## config.mk

```make
export PLATFORM = sky130hd
export DESIGN_NAME = keyed_fnv_auth_digest_flat
export DESIGN_NICKNAME = d
export VERILOG_FILES = /design/src/hw/rtl/kfad_pkg.sv /design/src/hw/rtl/kfad_ifs.sv /design/src/hw/rtl/kfad_ctrl.sv /design/src/hw/rtl/kfad_datapath.sv /design/src/hw/rtl/keyed_fnv_auth_digest.sv /design/src/flat_wrapper.sv
export VERILOG_INCLUDE_DIRS = /design/src /design/src/hw/rtl
export SDC_FILE = /design/constraint.sdc
export NUM_CORES = 2
export LEC_CHECK = 0
export BUFFER_PORTS_ARGS = -buffer_cell sky130_fd_sc_hd__buf_2
export CAP_MARGIN = 20
export CORE_MARGIN = 3
export CORE_UTILIZATION = 60
export DETAILED_ROUTE_END_ITERATION = 6
export GPL_TIMING_DRIVEN = 0
export PLACE_DENSITY = 0.81
export SLEW_MARGIN = 15
export SYNTH_ARGS = -nofsm -noshare
export SYNTH_HDL_FRONTEND = slang
export SYNTH_SLANG_ARGS = --single-unit
```

## constraint.sdc

```tcl
create_clock -name clk -period 13.2 [get_ports clk]
set_input_delay 2.64 -clock clk [delete_from_list [all_inputs] [get_ports clk]]
set_output_delay 2.64 -clock clk [all_outputs]
set_load 0.1 [all_outputs]
```

## src/hw/rtl/keyed_fnv_auth_digest_assert.svh

```systemverilog
// Assertion macros used by the digest control RTL.
`ifndef KEYED_FNV_AUTH_DIGEST_ASSERT_SVH
`define KEYED_FNV_AUTH_DIGEST_ASSERT_SVH

`ifndef SYNTHESIS
`define KFAD_ASSERT_IMPLY(label, clk, rst_n, ante, cons, msg) \
	label: assert property (@(posedge clk) disable iff (!rst_n) (ante) |-> (cons)) \
		else $error(msg);
`define KFAD_ASSERT_NEXT(label, clk, rst_n, ante, cons, msg) \
	label: assert property (@(posedge clk) disable iff (!rst_n) (ante) |=> (cons)) \
		else $error(msg);
`else
`define KFAD_ASSERT_IMPLY(label, clk, rst_n, ante, cons, msg)
`define KFAD_ASSERT_NEXT(label, clk, rst_n, ante, cons, msg)
`endif

`endif

```

## src/hw/rtl/kfad_pkg.sv

```systemverilog
package kfad_pkg;

	localparam int WORD_W    = 64;
	localparam int SEQ_W     = 48;
	localparam int CFG_IDX_W = 8;
	localparam int BYTE_W    = 8;
	localparam int STEPS     = 32;
	localparam int CNT_W     = $clog2(STEPS);
	localparam int DATA_W    = STEPS * BYTE_W;

	localparam logic [CNT_W-1:0] CNT_LAST = CNT_W'(STEPS - 1);

	localparam logic [WORD_W-1:0] DIG_SEED    = 64'h9e3779b97f4a7c15;
	localparam logic [WORD_W-1:0] DOMAIN_RESP = 64'h0000000052455350;
	localparam logic [WORD_W-1:0] DOMAIN_MAC  = 64'h00000000004d4143;

	localparam logic [CFG_IDX_W-1:0] REG_KEY_LOW  = 8'd0;
	localparam logic [CFG_IDX_W-1:0] REG_KEY_HIGH = 8'd1;

	localparam logic REQ_RESPONSE = 1'b0;
	localparam logic REQ_MAC      = 1'b1;

	typedef struct packed {
		logic load;
		logic step;
		logic emit;
	} kfad_cmd_t;

	// One fold: xor in the byte, then multiply by 2^40 + 0x1b3 modulo 2^64.
	function automatic logic [WORD_W-1:0] fnv_step(input logic [WORD_W-1:0] acc,
		input logic [BYTE_W-1:0] b);
		logic [WORD_W-1:0] x;
		x = acc ^ {{(WORD_W-BYTE_W){1'b0}}, b};
		return x + (x << 1) + (x << 4) + (x << 5) + (x << 7) + (x << 8) + (x << 40);
	endfunction

endpackage

```

## src/hw/rtl/kfad_ifs.sv

```systemverilog
interface kfad_cfg_if
	import kfad_pkg::*;
();
	logic                 valid;
	logic                 ready;
	logic [CFG_IDX_W-1:0] index;
	logic [WORD_W-1:0]    data;

	modport source (output valid, output index, output data, input ready);
	modport sink (input valid, input index, input data, output ready);
endinterface

interface kfad_req_if
	import kfad_pkg::*;
();
	logic              valid;
	logic              ready;
	logic              req_type;
	logic [WORD_W-1:0] challenge_low;
	logic [WORD_W-1:0] challenge_high;
	logic [SEQ_W-1:0]  sequence_number;

	modport source (output valid, output req_type, output challenge_low,
		output challenge_high, output sequence_number, input ready);
	modport sink (input valid, input req_type, input challenge_low,
		input challenge_high, input sequence_number, output ready);
endinterface

interface kfad_rsp_if
	import kfad_pkg::*;
();
	logic              valid;
	logic              ready;
	logic [WORD_W-1:0] digest;

	modport source (output valid, output digest, input ready);
	modport sink (input valid, input digest, output ready);
endinterface

```

## src/hw/rtl/kfad_ctrl.sv

```systemverilog
`include "keyed_fnv_auth_digest_assert.svh"

module kfad_ctrl
	import kfad_pkg::*;
(
	input  logic      clk,
	input  logic      arst_n,
	input  logic      in_valid,
	output logic      in_ready,
	output logic      out_valid,
	input  logic      out_ready,
	output kfad_cmd_t cmd
);

	typedef enum logic [1:0] {
		ST_IDLE,
		ST_RUN,
		ST_HOLD
	} state_t;

	state_t           state_q;
	logic [CNT_W-1:0] cnt_q;
	logic             out_valid_q;

	logic last;
	logic out_free;
	logic emit;
	logic accept;

	always_comb begin
		last     = (state_q == ST_RUN) && (cnt_q == CNT_LAST);
		out_free = !out_valid_q || out_ready;
		emit     = (last || (state_q == ST_HOLD)) && out_free;
		in_ready = (state_q == ST_IDLE) || emit;
		accept   = in_valid && in_ready;
		cmd.load = accept;
		cmd.step = (state_q == ST_RUN);
		cmd.emit = emit;
	end

	assign out_valid = out_valid_q;

	always_ff @(posedge clk or negedge arst_n) begin
		if (!arst_n) begin
			state_q     <= ST_IDLE;
			cnt_q       <= '0;
			out_valid_q <= 1'b0;
		end else begin
			unique case (state_q)
				ST_IDLE: begin
					if (accept) begin
						state_q <= ST_RUN;
						cnt_q   <= '0;
					end
				end
				ST_RUN: begin
					if (last) begin
						if (accept) begin
							cnt_q <= '0;
						end else if (emit) begin
							state_q <= ST_IDLE;
						end else begin
							state_q <= ST_HOLD;
						end
					end else begin
						cnt_q <= cnt_q + 1'b1;
					end
				end
				ST_HOLD: begin
					if (accept) begin
						state_q <= ST_RUN;
						cnt_q   <= '0;
					end else if (emit) begin
						state_q <= ST_IDLE;
					end
				end
				default: begin
					state_q <= ST_IDLE;
				end
			endcase

			if (emit) begin
				out_valid_q <= 1'b1;
			end else if (out_ready) begin
				out_valid_q <= 1'b0;
			end
		end
	end

	`KFAD_ASSERT_IMPLY(a_no_load_mid_run, clk, arst_n,
		cmd.load, !((state_q == ST_RUN) && !last), "request taken in the middle of a run")
	`KFAD_ASSERT_NEXT(a_run_advances, clk, arst_n,
		(state_q == ST_RUN) && !last,
		(state_q == ST_RUN) && (cnt_q == $past(cnt_q) + 1'b1), "fold counter did not advance")
	`KFAD_ASSERT_NEXT(a_blocked_holds, clk, arst_n,
		last && !out_free, (state_q == ST_HOLD) && out_valid_q,
		"finished digest not held while the output is blocked")

endmodule

```

## src/hw/rtl/kfad_datapath.sv

```systemverilog
module kfad_datapath
	import kfad_pkg::*;
(
	input  logic              clk,
	input  logic              arst_n,
	kfad_cfg_if.sink          cfg,
	input  kfad_cmd_t         cmd,
	input  logic              req_type,
	input  logic [WORD_W-1:0] challenge_low,
	input  logic [WORD_W-1:0] challenge_high,
	input  logic [SEQ_W-1:0]  sequence_number,
	output logic [WORD_W-1:0] digest
);

	logic [WORD_W-1:0] key_low_q;
	logic [WORD_W-1:0] key_high_q;
	logic [WORD_W-1:0] acc_q;
	logic [DATA_W-1:0] data_q;
	logic [WORD_W-1:0] digest_q;

	logic [WORD_W-1:0] acc_next;
	logic [WORD_W-1:0] msg_low;
	logic [WORD_W-1:0] seed;

	assign cfg.ready = 1'b1;

	always_comb begin
		acc_next = fnv_step(acc_q, data_q[BYTE_W-1:0]);
		if (req_type == REQ_MAC) begin
			msg_low = challenge_low ^ {{(WORD_W-SEQ_W){1'b0}}, sequence_number};
			seed    = DIG_SEED ^ DOMAIN_MAC;
		end else begin
			msg_low = challenge_low;
			seed    = DIG_SEED ^ DOMAIN_RESP;
		end
	end

	always_ff @(posedge clk or negedge arst_n) begin
		if (!arst_n) begin
			key_low_q  <= '0;
			key_high_q <= '0;
		end else if (cfg.valid && cfg.ready) begin
			unique case (cfg.index)
				REG_KEY_LOW:  key_low_q  <= cfg.data;
				REG_KEY_HIGH: key_high_q <= cfg.data;
				default: ;
			endcase
		end
	end

	always_ff @(posedge clk) begin
		if (cmd.load) begin
			acc_q  <= seed;
			data_q <= {challenge_high, msg_low, key_high_q, key_low_q};
		end else if (cmd.step) begin
			acc_q  <= acc_next;
			data_q <= data_q >> BYTE_W;
		end
		if (cmd.emit) begin
			digest_q <= cmd.step ? acc_next : acc_q;
		end
	end

	assign digest = digest_q;

endmodule

```

## src/hw/rtl/keyed_fnv_auth_digest.sv

```systemverilog
// Keyed 64-bit FNV-1a style digest over a 16-byte key and a 16-byte message.
// The key is loaded through the cfg channel: index 0 writes key bytes 0 to 7,
// index 1 writes key bytes 8 to 15; other indexes are ignored. The cfg channel
// is always ready and should only be written while no request is in flight.
// Each req transfer carries a request type, a 128-bit challenge and a 48-bit
// sequence number; each produces exactly one rsp transfer with the digest.
// The datapath folds one byte per cycle through a single multiply-by-prime
// unit. The digest is registered with the last byte's fold; while the output
// register is free, the next request is taken in that same cycle.
// The digest sits in an output register, so the next request is accepted
// and folded while a finished digest waits. If rsp is still stalled when the
// next fold completes, the block holds that result and stops taking requests
// until the output register drains.
// Reset clears both key registers to zero and empties the block.

module keyed_fnv_auth_digest
	import kfad_pkg::*;
(
	input  logic       clk,
	input  logic       arst_n,
	kfad_cfg_if.sink   cfg,
	kfad_req_if.sink   req,
	kfad_rsp_if.source rsp
);

	kfad_cmd_t cmd;
	logic      in_ready;
	logic      out_valid;

	kfad_ctrl u_ctrl (
		.clk       (clk),
		.arst_n    (arst_n),
		.in_valid  (req.valid),
		.in_ready  (in_ready),
		.out_valid (out_valid),
		.out_ready (rsp.ready),
		.cmd       (cmd)
	);

	kfad_datapath u_datapath (
		.clk             (clk),
		.arst_n          (arst_n),
		.cfg             (cfg),
		.cmd             (cmd),
		.req_type        (req.req_type),
		.challenge_low   (req.challenge_low),
		.challenge_high  (req.challenge_high),
		.sequence_number (req.sequence_number),
		.digest          (rsp.digest)
	);

	assign req.ready = in_ready;
	assign rsp.valid = out_valid;

endmodule

```

## src/flat_wrapper.sv

```systemverilog
// flat-port wrapper written by rule: the top's interface ports become plain ports
module keyed_fnv_auth_digest_flat import kfad_pkg::*;
  (clk, arst_n, cfg_valid, cfg_index, cfg_data, cfg_ready, req_valid, req_req_type, req_challenge_low, req_challenge_high, req_sequence_number, req_ready, rsp_valid, rsp_digest, rsp_ready);
  kfad_cfg_if cfg_i ();
  kfad_req_if req_i ();
  kfad_rsp_if rsp_i ();
  input  logic clk;
  input  logic arst_n;
  input wire logic [$bits(cfg_i.valid)-1:0] cfg_valid;
  input wire logic [$bits(cfg_i.index)-1:0] cfg_index;
  input wire logic [$bits(cfg_i.data)-1:0] cfg_data;
  output wire logic [$bits(cfg_i.ready)-1:0] cfg_ready;
  input wire logic [$bits(req_i.valid)-1:0] req_valid;
  input wire logic [$bits(req_i.req_type)-1:0] req_req_type;
  input wire logic [$bits(req_i.challenge_low)-1:0] req_challenge_low;
  input wire logic [$bits(req_i.challenge_high)-1:0] req_challenge_high;
  input wire logic [$bits(req_i.sequence_number)-1:0] req_sequence_number;
  output wire logic [$bits(req_i.ready)-1:0] req_ready;
  output wire logic [$bits(rsp_i.valid)-1:0] rsp_valid;
  output wire logic [$bits(rsp_i.digest)-1:0] rsp_digest;
  input wire logic [$bits(rsp_i.ready)-1:0] rsp_ready;
  assign cfg_i.valid = cfg_valid;
  assign cfg_i.index = cfg_index;
  assign cfg_i.data = cfg_data;
  assign cfg_ready = cfg_i.ready;
  assign req_i.valid = req_valid;
  assign req_i.req_type = req_req_type;
  assign req_i.challenge_low = req_challenge_low;
  assign req_i.challenge_high = req_challenge_high;
  assign req_i.sequence_number = req_sequence_number;
  assign req_ready = req_i.ready;
  assign rsp_valid = rsp_i.valid;
  assign rsp_digest = rsp_i.digest;
  assign rsp_i.ready = rsp_ready;
  keyed_fnv_auth_digest u_core (.clk(clk), .arst_n(arst_n), .cfg(cfg_i), .req(req_i), .rsp(rsp_i));
endmodule
```

==> flow_metrics.env <==
export IMPL_fin_util_pct=69.32
export IMPL_synthMuxAreaShare_pct=4.715
export IMPL_start_util_pct=60.93
export IMPL_fillers=3704
export IMPL_startpoint_type="input port"
export IMPL_path_clk_slew_ns=0.06
export IMPL_antenna_found_initial=3
export IMPL_synth_top_family_by_area="adder cells"
export IMPL_cts_tree="done"
export IMPL_slew_headroom_pct=24.80
export IMPL_yosysSeqAreaShare_pct=45.45
export IMPL_dp_hpwl_um=66540
export IMPL_cp_startpoint="rsp_ready"
export IMPL_r2r_start="u_core.u_datapath.data_q[5]"
export IMPL_path_buf_inv=5
export IMPL_port_buffer_count=318
export IMPL_max_cap_violations=0
export IMPL_max_freq_mhz=133.3
export IMPL_die_area_mm2=0.05519
export IMPL_cts_sinks=520
export IMPL_crit_chain="buf_2 > inv_1 > a21oi_4 > buf_16 > o21bai_1 > clkbuf_1 > buf_2"
export IMPL_grt_pass1_vias=24040
export IMPL_synthXorXnorAreaFrac_pct=3.899
export IMPL_tightest_slew_ns=1.128
export IMPL_grt_pass1_wl_um=134900
export IMPL_clockRootBuffer="clkbuf_16"
export IMPL_yosys_area_share_simple_pct=12.83
export IMPL_synth_main_ff_cell="edfxtp_1"
export IMPL_skew_ns=0.02174
export IMPL_synth_fa_ha_area_share_pct=19.77
export IMPL_crit_path_end_kind="primary output"
export IMPL_worst_setup_path_type="in2out"
export IMPL_num_rows=83
export IMPL_ant_nets=0
export IMPL_yosys_warnings=0
export IMPL_yosys_register_bits=520
export IMPL_slowest_delay_ns=0.72
export IMPL_syn_to_final_growth_pct=13.77
export IMPL_critPathTopFamily="buffers and inverters"
export IMPL_vias=22990
export IMPL_synth_cell_types=74
export IMPL_slew_violations=0
export IMPL_postSynthCellCount=3006
export IMPL_cts_hold_buf=0
export IMPL_htree_levels=2
export IMPL_drive_gt1_share_pct=17.02
export IMPL_synth_area_leaders="edfxtp_1 (31%), fa_1 (15%), dfrtp_1 (11%)"
export IMPL_clock_latency_ns=0.62
export IMPL_post_cts_buffers=0
export IMPL_grt_max_degree=64
export IMPL_status="finished, final reports clean"
export IMPL_synth_compound_area_share_pct=7.043
export IMPL_drtIter0Drc=1940
export IMPL_wl_um=86170
export IMPL_cts_buffers=53
export IMPL_crit_fanout=23
export IMPL_crit_arrival_ns=4.86
export IMPL_track_usage_pct=31.52
export IMPL_drc=0
export IMPL_hold_class="reg2reg"
export IMPL_vias_per_cell=5.590
export IMPL_syn_nets=3608
export IMPL_fin_crit_sh_pct=56.84
export IMPL_core_area_mm2=0.05161
export IMPL_grt_ovfl_total=0
export IMPL_period_needed_ns=7.503
export IMPL_async_flop_share_pct=26.15
export IMPL_netlist_area_mm2=0.03145
export IMPL_io_pins=321
export IMPL_clock_path_buffers=3
export IMPL_yosysTopAreaCell="edfxtp_1"
export IMPL_hp_start="u_core.u_datapath.key_high_q[25]"
export IMPL_finalSetupViolations=0
export IMPL_fin_nets=3990
export IMPL_firstDrtPassIters=6
export IMPL_synth_edf_count=320
export IMPL_required_ns=10.56
export IMPL_place_congestion=0.9386
export IMPL_crit_slowest_cell="a21oi_4"
export IMPL_final_common_cell="nand2_1"
export IMPL_cts_repair_resized=0
export IMPL_synth_top_area_share_pct=30.56
export IMPL_final_cell_mix="nand2_1 (834), inv_1 (387), buf_2 (347), edfxtp_1 (320), fa_1 (240)"
export IMPL_die_y_um=234.9
export IMPL_avgSynthCellArea_um2=10.46
export IMPL_rsz0062_at_grt="no"
export IMPL_wl_per_cell_um=20.95
export IMPL_fp_dieW_um=234.9
export IMPL_final_hold_viol_count=0
export IMPL_crit_top_cell="buf_2"
-- metal layers --
metal | global-route usage [%] | routed length, µm | up-vias
met1 | 39.84 | 33020 | 11330
met5 | 0 | 12 | -
li1 | - | - | 10480
met4 | 10.76 | 3236 | 2
met2 | 55.16 | 43850 | 968
met3 | 5.493 | 6047 | 208
-- flip-flops by register name, indices dropped and copies added (netlist names) --
| register | count |
|---|---|
| u_core.u_datapath.digest | 64 |
| u_core.u_datapath.data_q | 256 |
| u_core.u_datapath.key_high_q | 64 |
| u_core.u_datapath.acc_q | 64 |
| u_core.u_ctrl.state_q | 2 |
| u_core.u_ctrl.cnt_q | 5 |
| u_core.u_datapath.key_low_q | 64 |
| u_core.u_ctrl.out_valid | 1 |
-- per-stage QoR --
step	area (µm²)	hold slack, ns	TNS, ns	instances	setup slack [ns]
finish	35780	0.5081	0	4113	5.697
global route	35780	0.5212	0	4112	5.577
CTS	35770	0.5063	0	4110	5.702
detailed placement	34120	0.4925	0	4012	5.576
global placement	33890	0.4790	-1234.54	4004	-4.861
floorplan	31450	0.4652	0	3006	0.2136
-- layout make-up --
| cell class | instances | area (µm²) | share of cell area (%) |
|---|---|---|---|
| timing repair buffer | 327 | 1810 | 5.060 |
| tap | 680 | 850.8 | 2.378 |
| antenna | 2 | 5.005 | 0.01399 |
| clock inverter | 19 | 170.2 | 0.4756 |
| inverter | 387 | 1453 | 4.060 |
| multi-input combinational | 1971 | 15200 | 42.48 |
| clock buffer | 79 | 1474 | 4.120 |
| buffer | 128 | 521.8 | 1.458 |
| sequential | 520 | 14290 | 39.95 |
-- path summary, 6_finish.rpt --
kind / endpoint / slack, ns / cells past startpoint
max: req_ready / 5.70 / 7
min: u_core.u_datapath.key_high_q[25] / 0.51 / 1
max reg2reg: u_core.u_datapath.acc_q[58] / 6.41 / 18
min reg2reg: u_core.u_datapath.key_high_q[25] / 0.51 / 1
max in group asynchronous: u_core.u_ctrl.cnt_q[3] / 10.36 / 3
min in group asynchronous: u_core.u_datapath.key_low_q[26] / 1.94 / 1
-- worst register-to-register path, cell delays in order, from the launching register on --
cell and delay (ns):
edfxtp_1 0.37, xor2_1 0.84, fa_1 0.59, fa_1 0.54, inv_1 0.06, fa_1 0.48
inv_1 0.04, ha_1 0.26, ha_1 0.36, a21o_1 0.26, o21bai_2 0.30, a31oi_1 0.47
a31oi_1 0.37, a21oi_1 0.63, o21ai_1 0.30, a31oi_1 0.27, xor2_1 0.16, o21ai_1 0.13
nand2b_1 0.21
-- cells in the mapped netlist, types with 3 or more instances --
cell,count
a21o_1,38
edfxtp_1,320
dfrtp_1,136
o21ai_0,122
inv_1,387
ha_1,108
o211ai_1,6
buf_2,30
clkbuf_1,96
o21bai_1,10
and3_1,15
a31oi_1,18
xor2_1,84
and2_1,23
nand2_1,835
fa_1,240
maj3_1,6
nor3_1,4
mux2i_1,3
nor2_1,37
a211oi_1,3
nand2b_1,31
o21a_1,9
xnor2_1,56
o31ai_1,6
mux2_2,129
o21ai_1,15
dfxtp_1,64
a21oi_1,84
nand3_1,15
nand4_1,21
a211o_1,4
-- cell families after synthesis --
| family | Yosys count |
|---|---|
| xor gates and xnor gates | 140 |
| adders and majority gates | 354 |
| muxes | 132 |
| buffers and inverters | 515 |
| other | 1 |
| AOI/OAI and AO/OA | 350 |
| DFF | 520 |
| and+or+nand+nor | 994 |
Power is left out: the tool's default activity adds up to more than one toggle a clock period on the data nets, which glitch-free logic cannot reach.
